File: config.mk
export PLATFORM = sky130hd
export DESIGN_NAME = nmea_burst_collector
export DESIGN_NICKNAME = d
export VERILOG_FILES = /design/src/hdl/nbc_pkg.sv /design/src/hdl/nmea_burst_collector.sv /design/src/hdl/nbc_in_stage.sv /design/src/hdl/nbc_tracker.sv /design/src/hdl/nbc_out_stage.sv
export SDC_FILE = /design/constraint.sdc
export NUM_CORES = 1
export LEC_CHECK = 0
export BUFFER_PORTS_ARGS = -buffer_cell sky130_fd_sc_hd__buf_2
export CAP_MARGIN = 20
export CORE_UTILIZATION = 50
export DETAILED_ROUTE_END_ITERATION = 10
export PLACE_DENSITY = 0.8
export SLEW_MARGIN = 30
export SYNTH_ARGS = -nofsm -noshare
export SYNTH_HDL_FRONTEND = slang
export SYNTH_SLANG_ARGS = --single-unit
File: constraint.sdc
create_clock -name clk -period 4.8 [get_ports clk]
set_input_delay 0.96 -clock clk [delete_from_list [all_inputs] [get_ports clk]]
set_output_delay 0.96 -clock clk [all_outputs]
set_load 0.02 [all_outputs]
File: src/hdl/nbc_pkg.sv
// Shared types and character constants for the NMEA burst collector.
`default_nettype none

package nbc_pkg;

  // Field widths of the request and result payloads.
  localparam int BYTE_W = 8;
  localparam int LEN_W  = 9;

  // Characters that the sentence tracker looks for.
  localparam logic [BYTE_W-1:0] CH_DOLLAR = 8'h24;
  localparam logic [BYTE_W-1:0] CH_CR     = 8'h0D;
  localparam logic [BYTE_W-1:0] CH_LF     = 8'h0A;
  localparam logic [BYTE_W-1:0] CH_R      = 8'h52;
  localparam logic [BYTE_W-1:0] CH_M      = 8'h4D;
  localparam logic [BYTE_W-1:0] CH_C      = 8'h43;
  localparam logic [BYTE_W-1:0] CH_G      = 8'h47;
  localparam logic [BYTE_W-1:0] CH_A      = 8'h41;
  localparam logic [BYTE_W-1:0] CH_V      = 8'h56;
  localparam logic [BYTE_W-1:0] CH_T      = 8'h54;

  // Distance from the '$' to the last letter of the sentence type.
  localparam logic [LEN_W-1:0] TYPE_OFFSET = 9'd5;

  // One result per received byte.
  typedef struct packed {
    logic [BYTE_W-1:0] store_index;
    logic [BYTE_W-1:0] store_byte;
    logic              block_done;
    logic [LEN_W-1:0]  block_length;
    logic              overflow;
    logic              seen_rmc;
    logic              seen_gga;
    logic              seen_vtg;
  } result_t;

endpackage

`default_nettype wire

File: src/hdl/nmea_burst_collector.sv
// Top level of the NMEA burst collector: input stage, tracker and result stage.
// Each byte passes the input register, the combinational tracker and then the result register.
// Throughput: one byte per cycle while the downstream side accepts results, set by the
// combinational tracker logic between the input register and the result register.
// Reset: rst_n is synchronous and active low; it empties both stages and
// clears the byte count, sentence start, byte history and type flags.
`default_nettype none

module nmea_burst_collector #(
  parameter int BUFFER_DEPTH = 256
) (
  input  wire logic        clk,
  input  wire logic        rst_n,
  input  wire logic        in_tvalid,
  output logic             in_tready,
  input  wire logic [7:0]  in_tdata,   // [7:0] rx_byte
  output logic             out_tvalid,
  input  wire logic        out_tready,
  output logic [31:0]      out_tdata,  // [7:0] store_index, [15:8] store_byte,
                                       // [24:16] block_length, [31:25] zero
  output logic             out_tlast,  // block_done
  output logic [3:0]       out_tuser   // [0] overflow, [1] seen_rmc,
                                       // [2] seen_gga, [3] seen_vtg
);

  logic                       hold_valid;
  logic [nbc_pkg::BYTE_W-1:0] hold_byte;
  logic                       out_free;
  logic                       step;
  nbc_pkg::result_t           res;
  nbc_pkg::result_t           out_res;

  // A held byte moves on when the result register has room.
  assign step = hold_valid && out_free;

  nbc_in_stage u_in (
    .clk        (clk),
    .rst_n      (rst_n),
    .in_tvalid  (in_tvalid),
    .in_tready  (in_tready),
    .in_tdata   (in_tdata),
    .take       (step),
    .hold_valid (hold_valid),
    .hold_byte  (hold_byte)
  );

  nbc_tracker #(
    .BUFFER_DEPTH (BUFFER_DEPTH)
  ) u_tracker (
    .clk     (clk),
    .rst_n   (rst_n),
    .step    (step),
    .rx_byte (hold_byte),
    .res     (res)
  );

  nbc_out_stage u_out (
    .clk        (clk),
    .rst_n      (rst_n),
    .load       (step),
    .res        (res),
    .free       (out_free),
    .out_tvalid (out_tvalid),
    .out_tready (out_tready),
    .out_res    (out_res)
  );

  // Pack the result fields onto the stream ports.
  assign out_tdata = {7'd0, out_res.block_length, out_res.store_byte, out_res.store_index};
  assign out_tlast = out_res.block_done;
  assign out_tuser = {out_res.seen_vtg, out_res.seen_gga, out_res.seen_rmc, out_res.overflow};

endmodule

`default_nettype wire

File: src/hdl/nbc_in_stage.sv
// Input register stage: holds one received byte until the tracker takes it.
`default_nettype none

module nbc_in_stage (
  input  wire logic                      clk,
  input  wire logic                      rst_n,
  input  wire logic                      in_tvalid,
  output logic                           in_tready,
  input  wire logic [nbc_pkg::BYTE_W-1:0] in_tdata,
  input  wire logic                      take,
  output logic                           hold_valid,
  output logic [nbc_pkg::BYTE_W-1:0]     hold_byte
);

  logic                       valid_r;
  logic [nbc_pkg::BYTE_W-1:0] byte_r;

  // The stage can accept whenever it is empty or is being drained this cycle.
  assign in_tready  = !valid_r || take;
  assign hold_valid = valid_r;
  assign hold_byte  = byte_r;

  // Valid flag of the stage.
  always_ff @(posedge clk) begin
    if (!rst_n) begin
      valid_r <= 1'b0;
    end else if (in_tready) begin
      valid_r <= in_tvalid;
    end
  end

  // Payload register.
  always_ff @(posedge clk) begin
    if (in_tvalid && in_tready) begin
      byte_r <= in_tdata;
    end
  end

endmodule

`default_nettype wire

File: src/hdl/nbc_tracker.sv
// Sentence tracker: byte counter, sentence type compare and block completion.
`default_nettype none

module nbc_tracker #(
  parameter int BUFFER_DEPTH = 256
) (
  input  wire logic                       clk,
  input  wire logic                       rst_n,
  input  wire logic                       step,
  input  wire logic [nbc_pkg::BYTE_W-1:0] rx_byte,
  output nbc_pkg::result_t                res
);

  localparam int CW = $clog2(BUFFER_DEPTH);

  logic [CW-1:0]              count_r, count_nxt;
  logic [CW-1:0]              start_r, start_nxt;
  logic [nbc_pkg::BYTE_W-1:0] prev1_r, prev1_nxt;
  logic [nbc_pkg::BYTE_W-1:0] prev2_r, prev2_nxt;
  logic                       rmc_r, rmc_nxt;
  logic                       gga_r, gga_nxt;
  logic                       vtg_r, vtg_nxt;

  logic [CW-1:0]               start_cur;
  logic [nbc_pkg::LEN_W-1:0]   count_ext;
  logic [nbc_pkg::LEN_W-1:0]   count_inc;
  logic                        type_pos;
  logic                        done;
  logic                        ovf;

  // Combinational evaluation of the byte held in the input stage.
  always_comb begin
    count_ext = nbc_pkg::LEN_W'(count_r);
    count_inc = count_ext + 9'd1;

    // A '$' moves the sentence start to this byte's position.
    start_cur = (rx_byte == nbc_pkg::CH_DOLLAR) ? count_r : start_r;

    // The type letters end five bytes after the sentence start.
    type_pos = (count_ext > 9'd2) &&
               (count_ext == nbc_pkg::LEN_W'(start_cur) + nbc_pkg::TYPE_OFFSET);

    rmc_nxt = rmc_r || (type_pos && prev2_r == nbc_pkg::CH_R &&
                        prev1_r == nbc_pkg::CH_M && rx_byte == nbc_pkg::CH_C);
    gga_nxt = gga_r || (type_pos && prev2_r == nbc_pkg::CH_G &&
                        prev1_r == nbc_pkg::CH_G && rx_byte == nbc_pkg::CH_A);
    vtg_nxt = vtg_r || (type_pos && prev2_r == nbc_pkg::CH_V &&
                        prev1_r == nbc_pkg::CH_T && rx_byte == nbc_pkg::CH_G);

    // A CR LF pair ends the block once all three types were seen.
    done = rmc_nxt && gga_nxt && vtg_nxt &&
           prev1_r == nbc_pkg::CH_CR && rx_byte == nbc_pkg::CH_LF;
    ovf  = !done && (count_inc >= nbc_pkg::LEN_W'(BUFFER_DEPTH));

    res.store_index  = nbc_pkg::BYTE_W'(count_r);
    res.store_byte   = rx_byte;
    res.block_done   = done;
    res.block_length = done ? count_inc : '0;
    res.overflow     = ovf;
    res.seen_rmc     = rmc_nxt;
    res.seen_gga     = gga_nxt;
    res.seen_vtg     = vtg_nxt;

    // Completion or a full buffer restarts collection; otherwise count up and shift history.
    count_nxt = CW'(count_inc);
    start_nxt = start_cur;
    prev2_nxt = prev1_r;
    prev1_nxt = rx_byte;
    if (done || ovf) begin
      count_nxt = '0;
      start_nxt = '0;
      prev2_nxt = '0;
      prev1_nxt = '0;
    end
  end

  // Collection state advances once per byte handed to the result stage.
  always_ff @(posedge clk) begin
    if (!rst_n) begin
      count_r <= '0;
      start_r <= '0;
      prev1_r <= '0;
      prev2_r <= '0;
      rmc_r   <= 1'b0;
      gga_r   <= 1'b0;
      vtg_r   <= 1'b0;
    end else if (step) begin
      count_r <= count_nxt;
      start_r <= start_nxt;
      prev1_r <= prev1_nxt;
      prev2_r <= prev2_nxt;
      rmc_r   <= rmc_nxt && !(done || ovf);
      gga_r   <= gga_nxt && !(done || ovf);
      vtg_r   <= vtg_nxt && !(done || ovf);
    end
  end

  // The count always stays below the buffer depth.
  a_count_range: assert property (@(posedge clk) disable iff (!rst_n)
    nbc_pkg::LEN_W'(count_r) < nbc_pkg::LEN_W'(BUFFER_DEPTH))
    else $error("byte count reached the buffer depth");

  // Completion and overflow never come with the same byte.
  a_done_ovf: assert property (@(posedge clk) disable iff (!rst_n)
    !(done && ovf))
    else $error("completion and overflow on one byte");

  // A completed block holds all three sentence types.
  a_done_flags: assert property (@(posedge clk) disable iff (!rst_n)
    done |-> (rmc_nxt && gga_nxt && vtg_nxt))
    else $error("block completed without all sentence types");

  // After completion or overflow, collection restarts from an empty state.
  a_restart: assert property (@(posedge clk) disable iff (!rst_n)
    (step && (done || ovf)) |=> (count_r == '0 && !rmc_r && !gga_r && !vtg_r))
    else $error("collection did not restart");

endmodule

`default_nettype wire

File: src/hdl/nbc_out_stage.sv
// Result register stage: holds one result until the downstream side takes it.
`default_nettype none

module nbc_out_stage (
  input  wire logic              clk,
  input  wire logic              rst_n,
  input  wire logic              load,
  input  wire nbc_pkg::result_t  res,
  output logic                   free,
  output logic                   out_tvalid,
  input  wire logic              out_tready,
  output nbc_pkg::result_t       out_res
);

  logic             valid_r;
  nbc_pkg::result_t res_r;

  // The register takes a new result when empty or emptied this cycle.
  assign free       = !valid_r || out_tready;
  assign out_tvalid = valid_r;
  assign out_res    = res_r;

  // Valid flag of the result register.
  always_ff @(posedge clk) begin
    if (!rst_n) begin
      valid_r <= 1'b0;
    end else if (free) begin
      valid_r <= load;
    end
  end

  // Result payload.
  always_ff @(posedge clk) begin
    if (load) begin
      res_r <= res;
    end
  end

endmodule

`default_nettype wire
# Word level (Yosys, flattened, before mapping)
# Index checks and enable logic that the tools add are counted.
# classes
n_reduce_logical,30
n_mux,5
add_sub_neg,2
eq_ne,13
n_lt_le_gt_ge,2
# ops
operator,n
8-bit by 7-bit == test with 1-bit output (second input constant),9
8-bit 2-to-1 mux,5
1-bit logical AND,20
8-bit by 4-bit == test with 1-bit output (second input constant),2
8-bit by 1-bit adder with 9-bit output (second input constant),1
8-bit by 3-bit adder with 9-bit output (second input constant),1
8-bit by 9-bit == test with 1-bit output,1
9-bit >= comparator (second input constant),1
8-bit by 6-bit == test with 1-bit output (second input constant),1
8-bit by 2-bit greater-than comparator with 1-bit output (second input constant),1
1-bit logical OR,6
1-bit logical NOT,4
# word_totals
out_inout_bits,39
regBits,75
wordCells,70
in_bits,12

# Depth between registers and ports, before layout
# Gate-level depths: netlist of run 1.
# depth
ltp_word,18
ltp_mapped,15
depth_no_buf,13

# Hierarchy
# From an unflattened synthesis of run 1, not the netlist that was laid out.
# unflattened
hier_cells,327
area_unflattened_um2,3593.4
# by_module_without_submodules
mod,cells_per_inst,n_inst,area_per_inst_um2
nbc_tracker,271,1,2283.4
nbc_out_stage,34,1,949.7
nbc_in_stage,13,1,297.8
nmea_burst_collector,9,1,62.6

# Worst setup path before layout of run 1
# OpenSTA, ideal clock, no wires.
# synth_timing
kind,register to register
start,register u_in.byte_r (netlist bit u_in.hold_byte[0])
end,register u_tracker.prev2_r[1] (netlist name)
required_time_ps,4683
period_less_slack_ps,3889
t_arrival_ps,3772
stages_incl_launch_ff,13
setup_ps,117
slack_ps,911
path_cell_list,edfxtp_1 -> nor4_1 -> nand4_1 -> mux2_2 -> ha_1 -> or3_1 -> a41o_1 -> o41a_1 -> or4_4 -> and4_4 -> buf_6 -> buf_8 -> a22o_1
# synth_between
elab_chain_cells,17
# synth_rtl
item,line,rtl
"start, declared",nbc_in_stage.sv:16,logic [nbc_pkg::BYTE_W-1:0] byte_r;
"start signal, assigned",nbc_in_stage.sv:35,byte_r <= in_tdata;
8-bit by 6-bit == test with 1-bit output,nbc_tracker.sv:37,start_cur = (rx_byte == nbc_pkg::CH_DOLLAR) ? count_r : start_r;
8-bit 2-to-1 mux,nbc_tracker.sv:37,
8-bit by 3-bit adder with 9-bit output,nbc_tracker.sv:41,(count_ext == nbc_pkg::LEN_W'(start_cur) + nbc_pkg::TYPE_OFFSET);
8-bit by 9-bit == test with 1-bit output,nbc_tracker.sv:41,
1-bit logical AND,nbc_tracker.sv:40,type_pos = (count_ext > 9'd2) &&
"1-bit logical AND, on equally long branches (2 in series)","nbc_tracker.sv:43, nbc_tracker.sv:45",
"1-bit logical AND, on equally long branches","nbc_tracker.sv:44, nbc_tracker.sv:46",
"1-bit logical OR, on equally long branches","nbc_tracker.sv:43, nbc_tracker.sv:45",
1-bit logical AND (3 in series),nbc_tracker.sv:51,done = rmc_nxt && gga_nxt && vtg_nxt &&
1-bit logical AND *,nbc_tracker.sv:52,prev1_r == nbc_pkg::CH_CR && rx_byte == nbc_pkg::CH_LF;
1-bit logical NOT,nbc_tracker.sv:53,ovf = !done && (count_inc >= nbc_pkg::LEN_W'(BUFFER_DEPTH));
1-bit logical AND,nbc_tracker.sv:53,
1-bit logical OR *,nbc_tracker.sv:69,if (done || ovf) begin
8-bit 2-to-1 mux *,nbc_tracker.sv:69,
"end signal, assigned",nbc_tracker.sv:91,prev2_r <= prev2_nxt;
"end, declared",nbc_tracker.sv:19,"logic [nbc_pkg::BYTE_W-1:0] prev2_r, prev2_nxt;"
# Every way passes the cells marked *; elsewhere a longest branch is shown, timed or not.
# A chain may end at the register's enable or synchronous reset.

# Worst setup path in the final report of run 1
# layout_timing
start,register u_in.byte_r (netlist bit u_in.hold_byte[0])
end,register u_tracker.count_r[0]
# layout_between
elab_chain_cells,17
# layout_rtl
item,line,rtl
8-bit by 6-bit == test with 1-bit output,nbc_tracker.sv:37,
8-bit 2-to-1 mux,nbc_tracker.sv:37,
8-bit by 3-bit adder with 9-bit output,nbc_tracker.sv:41,
8-bit by 9-bit == test with 1-bit output,nbc_tracker.sv:41,
1-bit logical AND,nbc_tracker.sv:40,
"1-bit logical AND, on equally long branches (2 in series)","nbc_tracker.sv:43, nbc_tracker.sv:45",
"1-bit logical AND, on equally long branches","nbc_tracker.sv:44, nbc_tracker.sv:46",
"1-bit logical OR, on equally long branches","nbc_tracker.sv:43, nbc_tracker.sv:45",
1-bit logical AND (3 in series),nbc_tracker.sv:51,
1-bit logical AND *,nbc_tracker.sv:52,
1-bit logical NOT,nbc_tracker.sv:53,
1-bit logical AND,nbc_tracker.sv:53,
1-bit logical OR *,nbc_tracker.sv:69,
8-bit 2-to-1 mux *,nbc_tracker.sv:69,
"end signal, assigned",nbc_tracker.sv:88,count_r <= count_nxt;
"end, declared",nbc_tracker.sv:16,"logic [CW-1:0] count_r, count_nxt;"
# Marks and branches as above.

==> results.ini, run 1 <==
[run_status]
status=complete, no violations

[clocking]
htree_num_levels=3
ctsHoldBuffers=0
clk-insertion-delay-late_ps=350
cts_made_buffers=9
cts_setup_buffers=0
clk_pin_slew_ps=80
cts_sinks=75
cts_tree=done
cts-root-buf=clkbuf_8
clk_path_buf_depth=2
cts_resized=0

[finish]
multi_input_area_mm2=0.00119
diodes=0
finalNonFillerCells=404
nFillCells=506
drive_above_1_share=0.210
regArea_mm2=0.00188
final_nets=339
syn_to_final_growth_pct=11.5

[power]
p_int_uw=907
swShare=0.247
p_leak_uw=0.00138
p_sw_uw=297
clkPwrFrac=0.348
pwr-share-seq=0.590
fin_total_pwr_uw=1200
max-vdd-ir-drop_uv=162
power_density_mw_per_mm2=334
comb_power_share=0.061

[logic_synthesis]
synth.distinct_cells=48
ys_seq_elements=75
synth_edf_count=38
synth-seq-area-share=0.581
synth_area_mm2=0.00324
synthCells=284
ys_warn_count=0
synth_area_per_cell_um2=11.4
synthArstFlopShare=0
synth-main-ff-cell=edfxtp_1

[timing]
final.setup.worst_slack_ps=402
rsz0062_at_grt=false
relSlewSlack=0.666
skew_ps=14.6
worstMarginPinSlew_ps=500
min_period_ps=4400
fin_crit_sh=0.916
final_hold_viol_count=0
setup_viol=0
slew_viol_final=0
max_freq_mhz=227
finalSetupTns_ps=0

[die]
core_mm2=0.00610
ioPinCount=51
die-area_mm2=0.00680
start_util=0.531
die_w_um=82.5
die_h_um=82.5
rows=28

[setup_path]
cp_slowest_cell=or4_4
crit_type=flip-flop to flip-flop
worst-path-max-fanout=23
cpPeakStageDelay_ps=670
path_cells=nor4_1 > nand4_1 > o21ai_0 > ha_1 > nor2_1 > nor3b_1 > xnor2_1 > a21boi_0 > o41a_1 > or4_4 > and4_4 > mux2_2
crit_family=simple AND/OR/NAND/NOR gates
end_kind=flip-flop
start_kind=flip-flop
crit_required_ps=5050
critPathArrivalTime_ps=4640
critical_path_buf_inv_count=0

[routing]
avgViaCountPerCell=5.76
wl_per_cell_um=15.4
ant_nets=0
vias=2329
first_pass_iters=4
routed_wl_um=6240
drt_iter0_markers=283
drc=0

[placement]
gp_congestion=0.866
portBuffers=43
hpwl_um=4250
dp.cells=388
pre_cts_slack_ps=461

[global_routing]
grt_usage=0.209
met1_usage=0.290
grt_pass1_vias=2088
grt-busiest-layer=met2
grt_pass1_wl_um=10200
grt_util_met2=0.296
globalRouteOverflowTotal=0
grt_max_degree=26
use_met3=0.0538
antenna_found_initial=0

[worst_hold_path]
min-delay-path-class=flip-flop to flip-flop

[run]
drv_cap=0

## area by class of cell
cell class                 count  area share
timing repair buffer          45      0.0638
inverter                      12      0.0125
sequential                    75       0.521
tap                           75      0.0260
clock inverter                 6      0.0111
clock buffer                  10      0.0354
multi-input combinational    181       0.330
## worst register-to-register path, cell delays in order, from the launching register on
cell and delay, ps:
edfxtp_1 450, nor4_1 290, nand4_1 400, o21ai_0 430, ha_1 310, nor2_1 90
nor3b_1 240, xnor2_1 140, a21boi_0 170, o41a_1 470, or4_4 670, and4_4 340
mux2_2 280
## cells in the final DEF, fill, tap and decap left out, types with 8 or more instances in the layout
master | synthesis | routed
buf_2 | 2 | 43
edfxtp_1 | 38 | 38
dfxtp_1 | 37 | 37
nor2_1 | 35 | 35
a22o_1 | 20 | 20
nand2_1 | 14 | 14
inv_1 | 12 | 12
xor2_1 | 9 | 9
clkbuf_8 | 0 | 9
xnor2_1 | 8 | 8
nand3_1 | 8 | 8
nor3_1 | 8 | 8
## through the flow
stage / utilization / area, um^2 / hold WS [ps]
3_5_place_dp: 0.565 / 3440 / 468
6_report: 0.592 / 3610 / 494
5_1_grt: 0.592 / 3610 / 524
2_1_floorplan: - / 3260 / 403
3_3_place_gp: 0.565 / 3440 / 453
4_1_cts: 0.592 / 3610 / 490
## per-layer routing
| layer | part of all wire | vias up | routed length, um |
|---|---|---|---|
| li1 | - | 1109 | - |
| met1 | 0.46 | 1115 | 2890 |
| met2 | 0.45 | 97 | 2820 |
| met3 | 0.067 | 8 | 420 |
| met4 | 0.018 | 0 | 110 |
| met5 | 0 | - | 0 |
## power groups by stage
stage	sequential (uW)	clock [uW]	combinational (uW)
2_1_floorplan	737	0	42.0
3_3_place_gp	724	0	73.0
3_5_place_dp	725	0	74.3
4_1_cts	711	423	74.5
5_1_grt	714	452	81.2
6_report	711	420	73.9
## path summary, 6_finish.rpt
kind | start | end | slack [ps] | cells past startpoint
setup / recovery | u_in.hold_byte[0]$_DFFE_PP_ | u_tracker.count_r[0]$_SDFFE_PN0P_ | 400 | 12
hold / removal | u_tracker.prev2_r[6]$_SDFFE_PN0P_ | u_tracker.prev2_r[6]$_SDFFE_PN0P_ | 490 | 1
setup reg to reg | u_in.hold_byte[0]$_DFFE_PP_ | u_tracker.count_r[0]$_SDFFE_PN0P_ | 400 | 12
hold reg to reg | u_tracker.prev2_r[6]$_SDFFE_PN0P_ | u_tracker.prev2_r[6]$_SDFFE_PN0P_ | 490 | 1
## sequential cells by signal, indices dropped and copies added (netlist names), 8 cells and up
| register | count |
|---|---|
| u_out.out_res | 30 |
| u_in.hold_byte | 8 |
| u_tracker.count_r | 8 |
| u_tracker.prev1_r | 8 |
| u_tracker.prev2_r | 8 |
| u_tracker.start_r | 8 |
## cell families (layout without fill, tap and decap cells)
group,count (synthesis),in the layout,share of synthesized area
AND/OR/NAND/NOR,98,98,0.157
flip-flops,75,75,0.581
AO/OA/AOI/OAI,51,51,0.129
buffers and inverters,34,73,0.0576
XOR/XNOR,17,17,0.0460
multiplexers,5,5,0.0162
adder cells (fa/ha/maj),3,3,0.0116
other,1,7,0.00116
## Yosys cell counts, types with 3 or more instances
master    count  area, um^2
inv_1        12        45.0
nor2_1       35         131
ha_1          3        37.5
a41o_1        4        40.0
nor3_1        8        40.0
a32o_1        4        40.0
nand2_1      14        52.6
nand3_1       8        40.0
nor3b_1       4        30.0
clkbuf_1      9        33.8
xor2_1        9        78.8
or4_1         3        22.5
nand4_1       4        25.0
buf_4         7        52.6
xnor2_1       8        70.1
a21oi_1       4        20.0
dfxtp_1      37         741
o21ai_0       7        35.0
o41a_1        3        33.8
nor2b_1       3        18.8
mux2i_1       3        30.0
edfxtp_1     38        1140
nor4_1        3        18.8
a22o_1       20         175
(Power assumes the default switching activity.)
==> run 2: changes to the inputs <==
CTS_BUF_LIST = sky130_fd_sc_hd__clkbuf_8   (was default)
==> run 2 against run 1 <==
Compared with the run above: setup slack better by 22 ps; global-route usage stayed put; die area stayed put; worst hold slack worse by 1.9 ps; largest power group unchanged; critical endpoint unchanged; register-to-register slack better by 20 ps; count of clock-buffer cells in the layout is 1 lower; clock power hardly changed; sequential power hardly changed; clock skew is 0.97 ps lower; via count is 0.34% higher.
==> results.ini, run 2 (synthesis gave the netlist of run 1 again) <==
[setup_path]
critPathArrivalTime_ps=4620  ; -20 ps
cpPeakStageDelay_ps=670  ; about the same
start_kind=flip-flop
path_cells=nor4_1 > nand4_1 > o21ai_0 > ha_1 > nor2_1 > nor3b_1 > xnor2_1 > a21boi_0 > o41a_1 > or4_4 > and4_4 > mux2_2
end_kind=flip-flop
crit_required_ps=5050  ; about the same
cp_slowest_cell=or4_4
crit_type=flip-flop to flip-flop
worst-path-max-fanout=23  ; unchanged

[power]
p_leak_uw=0.00138  ; +0.30%
max-vdd-ir-drop_uv=162  ; about the same
p_sw_uw=298  ; +0.27%
pwr-share-seq=0.591  ; about the same
power_density_mw_per_mm2=333  ; -0.11%
swShare=0.248  ; +0.000939
p_int_uw=905  ; -0.24%
comb_power_share=0.061  ; about the same
clkPwrFrac=0.348  ; about the same

[global_routing]
grt_usage=0.209  ; unchanged
globalRouteOverflowTotal=0  ; unchanged
grt_pass1_vias=2088  ; unchanged
grt_max_degree=26  ; unchanged
grt_pass1_wl_um=10200  ; unchanged
antenna_found_initial=0  ; unchanged

[run_status]
status=complete, no violations

[clocking]
cts_sinks=75  ; unchanged
cts_made_buffers=9  ; unchanged
clk_path_buf_depth=2  ; unchanged
cts_tree=done
cts_setup_buffers=0  ; unchanged
htree_num_levels=3  ; unchanged
ctsHoldBuffers=0  ; unchanged
clk-insertion-delay-late_ps=350  ; about the same
clk_pin_slew_ps=80  ; about the same
cts_resized=0  ; unchanged
cts-root-buf=clkbuf_8

[finish]
final_common_cell=buf_2
syn_to_final_growth_pct=11.5  ; unchanged
diodes=0  ; unchanged
largest_reg_flops=30  ; unchanged
final_nets=339  ; unchanged
final_area_mm2=0.00361  ; unchanged
drive_above_1_share=0.210  ; unchanged
finalNonFillerCells=404  ; unchanged
layout_common_cells=buf_2 (43), edfxtp_1 (38), dfxtp_1 (37), nor2_1 (35), a22o_1 (20)

[timing]
min_period_ps=4380  ; -22.2 ps
slew_viol_final=0  ; unchanged
rsz0062_at_grt=false
fin_crit_sh=0.912  ; -0.00463
final.setup.worst_slack_ps=424  ; +22.2 ps
setup_viol=0  ; unchanged
relSlewSlack=0.657  ; -0.00866
worstMarginPinSlew_ps=513  ; +12.9 ps
max_freq_mhz=229  ; +0.51%
skew_ps=13.6  ; -0.968 ps
finalSetupTns_ps=0  ; unchanged
final_hold_viol_count=0  ; unchanged

[routing]
avgViaCountPerCell=5.78  ; +0.34%
vias=2337  ; +0.34%
drc=0  ; unchanged
first_pass_iters=6  ; +2
wl_per_cell_um=15.5  ; +0.18%
drt_iter0_markers=283  ; unchanged
ant_nets=0  ; unchanged
routed_wl_um=6250  ; +0.18%

[placement]
gp_congestion=0.866  ; unchanged
postPlaceCellArea_mm2=0.00344  ; unchanged
dp.cells=388  ; unchanged
portBuffers=43  ; unchanged
hpwl_um=4250  ; unchanged
pre_cts_slack_ps=461  ; unchanged

[worst_hold_path]
min-delay-path-class=flip-flop to flip-flop

[die]
start_util=0.531  ; unchanged
rows=28  ; unchanged
ioPinCount=51  ; unchanged
die-area_mm2=0.00680  ; unchanged
die_h_um=82.5  ; unchanged
die_w_um=82.5  ; unchanged
core_mm2=0.00610  ; unchanged

[run]
drv_cap=0  ; unchanged

-- run 2: layer usage --
layer | vias to the layer above | part of all wire | GRT usage
li1 | 1110 | - | -
met1 | 1109 | 0.46 | 0.290
met2 | 109 | 0.45 | 0.296
met3 | 9 | 0.074 | 0.0538
met4 | 0 | 0.017 | 0.111
met5 | - | 0 | 0
-- run 2: final timing paths --
path | start | endpoint | slack (ps) | depth (start not counted)
setup / recovery | u_in.hold_byte[0]$_DFFE_PP_ | u_tracker.count_r[0]$_SDFFE_PN0P_ | 420 | 12
hold / removal | u_tracker.prev2_r[6]$_SDFFE_PN0P_ | u_tracker.prev2_r[6]$_SDFFE_PN0P_ | 490 | 1
setup reg to reg | u_in.hold_byte[0]$_DFFE_PP_ | u_tracker.count_r[0]$_SDFFE_PN0P_ | 420 | 12
hold reg to reg | u_tracker.prev2_r[6]$_SDFFE_PN0P_ | u_tracker.prev2_r[6]$_SDFFE_PN0P_ | 490 | 1
-- run 2: final cells by class --
| class | instances | area [um^2] |
|---|---|---|
| Fill cell | 506 | 2490 |
| Sequential cell | 75 | 1880 |
| Multi-Input combinational cell | 181 | 1190 |
| Timing Repair Buffer | 45 | 230 |
| Clock buffer | 9 | 124 |
| Tap cell | 75 | 93.8 |
| Inverter | 12 | 45.0 |
| Clock inverter | 7 | 43.8 |
-- run 2: power by group through the flow --
stage               Combinational, uW  Sequential, uW  Clock [uW]
floorplan                        42.0             737           0
global placement                 73.0             724           0
detailed placement               74.3             725           0
CTS                              74.5             711         421
global route                     81.2             714         451
finish                           73.9             711         418
-- run 2: worst max-delay path, delay by kind of cell, from the launching register on --
family / cells / cell delay, ps
adders and majority gates: 1 / 300
AOI/OAI and AO/OA: 3 / 1050
DFF: 1 / 450
xor gates and xnor gates: 1 / 140
and+or+nand+nor: 6 / 2040
muxes: 1 / 280
-- run 2: per-stage QoR --
stage               total power [uW]   util  hold WS [ps]
global placement                 797  0.565           453
CTS                             1210  0.592           490
detailed placement               799  0.565           468
floorplan                        779      -           403
finish                          1200  0.592           492
global route                    1250  0.592           524
==> run 3: changes to the inputs <==
REMOVE_ABC_BUFFERS = 1   (was default)
==> run 3 against run 2 <==
Compared with the run above: cell area increased by 1.2%; critical path depth unchanged; clock skew shrank 4.3 ps; wire length up 4.0%; critical path type unchanged; worst hold slack worse by 18 ps; sequential share of layout area is 0.61 points lower; sequential power is essentially flat; total power rose by 6.3%; die area did not move; setup slack improved by 200 ps.
==> results.ini, run 3 (synthesis gave the netlist of run 1 again) <==
[run_status]
status=complete, no violations

[die]
die_w_um=82.5  ; unchanged
start_util=0.531  ; unchanged
rows=28  ; unchanged
die_h_um=82.5  ; unchanged
die-area_mm2=0.00680  ; unchanged
core_mm2=0.00610  ; unchanged
ioPinCount=51  ; unchanged

[clocking]
cts_tree=done
ctsHoldBuffers=0  ; unchanged
htree_num_levels=3  ; unchanged
cts_sinks=75  ; unchanged
clk_pin_slew_ps=80  ; about the same
clk-insertion-delay-late_ps=350  ; about the same
clk_path_buf_depth=2  ; unchanged
cts_setup_buffers=0  ; unchanged
cts-root-buf=clkbuf_8
cts_made_buffers=9  ; unchanged
cts_resized=0  ; unchanged

[timing]
slew_viol_final=0  ; unchanged
relSlewSlack=0.644  ; -0.0128
skew_ps=9.33  ; -4.25 ps
fin_crit_sh=0.871  ; -0.0407
rsz0062_at_grt=false
final.setup.worst_slack_ps=619  ; +195 ps
finalSetupTns_ps=0  ; unchanged
setup_viol=0  ; unchanged
hold_ws_ps=474  ; -18.0 ps
max_freq_mhz=239  ; +4.7%
worstMarginPinSlew_ps=533  ; +20.6 ps
min_period_ps=4180  ; -195 ps
final_hold_viol_count=0  ; unchanged

[finish]
nFillCells=504  ; -0.40%
final_util=0.599  ; +0.00698
syn_to_final_growth_pct=12.8
final_area_mm2=0.00365  ; +1.2%
largest_reg_flops=30  ; unchanged
final_nets=340  ; +0.29%
multi_input_area_mm2=0.00119  ; unchanged
final_common_cell=buf_2
diodes=0  ; unchanged
layout_common_cells=buf_2 (43), edfxtp_1 (38), dfxtp_1 (37), nor2_1 (35), a22o_1 (20)
drive_above_1_share=0.212  ; +0.00239
regArea_mm2=0.00188  ; unchanged

[run]
drv_cap=0  ; unchanged

[setup_path]
cp_slowest_cell=or4_4
r2r-start=u_in.hold_byte[0]$_DFFE_PP_
path_cells=nor4_1 > nand4_1 > o21ai_0 > ha_1 > nor2_1 > nor3b_1 > xnor2_1 > a21boi_0 > o41a_1 > or4_4 > and4_4 > mux2_2
critical_path_buf_inv_count=0  ; unchanged
critPathArrivalTime_ps=4420  ; -200 ps
crit_required_ps=5040  ; about the same
cpPeakStageDelay_ps=670  ; about the same
worst-path-max-fanout=23  ; unchanged
start_kind=flip-flop
crit_family=simple AND/OR/NAND/NOR gates
setup.worst_path.start=u_in.hold_byte[0]$_DFFE_PP_
end_kind=flip-flop
crit_type=flip-flop to flip-flop

[worst_hold_path]
min_from=u_tracker.prev2_r[1]$_SDFFE_PN0P_
min-delay-path-class=flip-flop to flip-flop

[routing]
drt_iter0_markers=180  ; -36%
ant_nets=0  ; unchanged
drc=0  ; unchanged
first_pass_iters=4  ; -2
routed_wl_um=6500  ; +4.0%
avgViaCountPerCell=5.67  ; -1.9%
wl_per_cell_um=16.0  ; +3.7%
vias=2298  ; -1.7%

[global_routing]
grt_usage=0.216  ; +0.00720
grt_pass1_vias=2158  ; +3.4%
grt_max_degree=25  ; -3.8%
globalRouteOverflowTotal=0  ; unchanged
grt_pass1_wl_um=10600  ; +4.2%
antenna_found_initial=0  ; unchanged

[placement]
portBuffers=43  ; unchanged
pre_cts_slack_ps=376  ; -85.0 ps
hpwl_um=4480  ; +5.3%
postPlaceCellArea_mm2=0.00344  ; unchanged
gp_congestion=0.923  ; +6.6%

[power]
p_leak_uw=0.00139  ; +0.96%
max-vdd-ir-drop_uv=205  ; +27%
power_density_mw_per_mm2=350  ; +5.1%

## run 3: cell count changes in the layout (fill, tap and decap cells not counted), sizes merged
cell and change:
clkinv -2, clkinvlp +1, bufinv +1, clkbuf +1, buf +1, inv -1
## run 3: power by group
part	internal [uW]	total (uW)	switching, uW	leakage (uW)
clock network	254	493	239	0.0000963
logic	24.3	74.6	50.3	0.000645
registers	695	711	16.1	0.000654
## run 3: layout make-up
cell class,count,share of cell area
multi-input combinational,181,0.326
tap,75,0.0257
sequential,75,0.515
timing repair buffer,46,0.0651
inverter,12,0.0123
clock buffer,10,0.0377
clock inverter,6,0.0178
## run 3: routing by layer
layer,vias to the layer above,GRT usage,share of wire
li1,1104,-,-
met3,11,0.0571,0.052
met4,0,0.0895,0.022
met1,1107,0.271,0.43
met5,-,0,0
met2,76,0.351,0.50
## run 3: worst paths after layout
kind / depth (start not counted) / slack, ps / end
worst min-delay path: 1 / 470 / u_tracker.prev2_r[1]$_SDFFE_PN0P_
worst min register to register: 1 / 470 / u_tracker.prev2_r[1]$_SDFFE_PN0P_
worst max register to register: 12 / 620 / u_tracker.count_r[0]$_SDFFE_PN0P_
worst max-delay path: 12 / 620 / u_tracker.count_r[0]$_SDFFE_PN0P_
## run 3: metrics by stage
step	std cells	total power, uW
after global routing	405	1320
after global placement	388	798
after detailed placement	388	801
final	405	1280
after floorplan	268	770
after CTS	404	1290
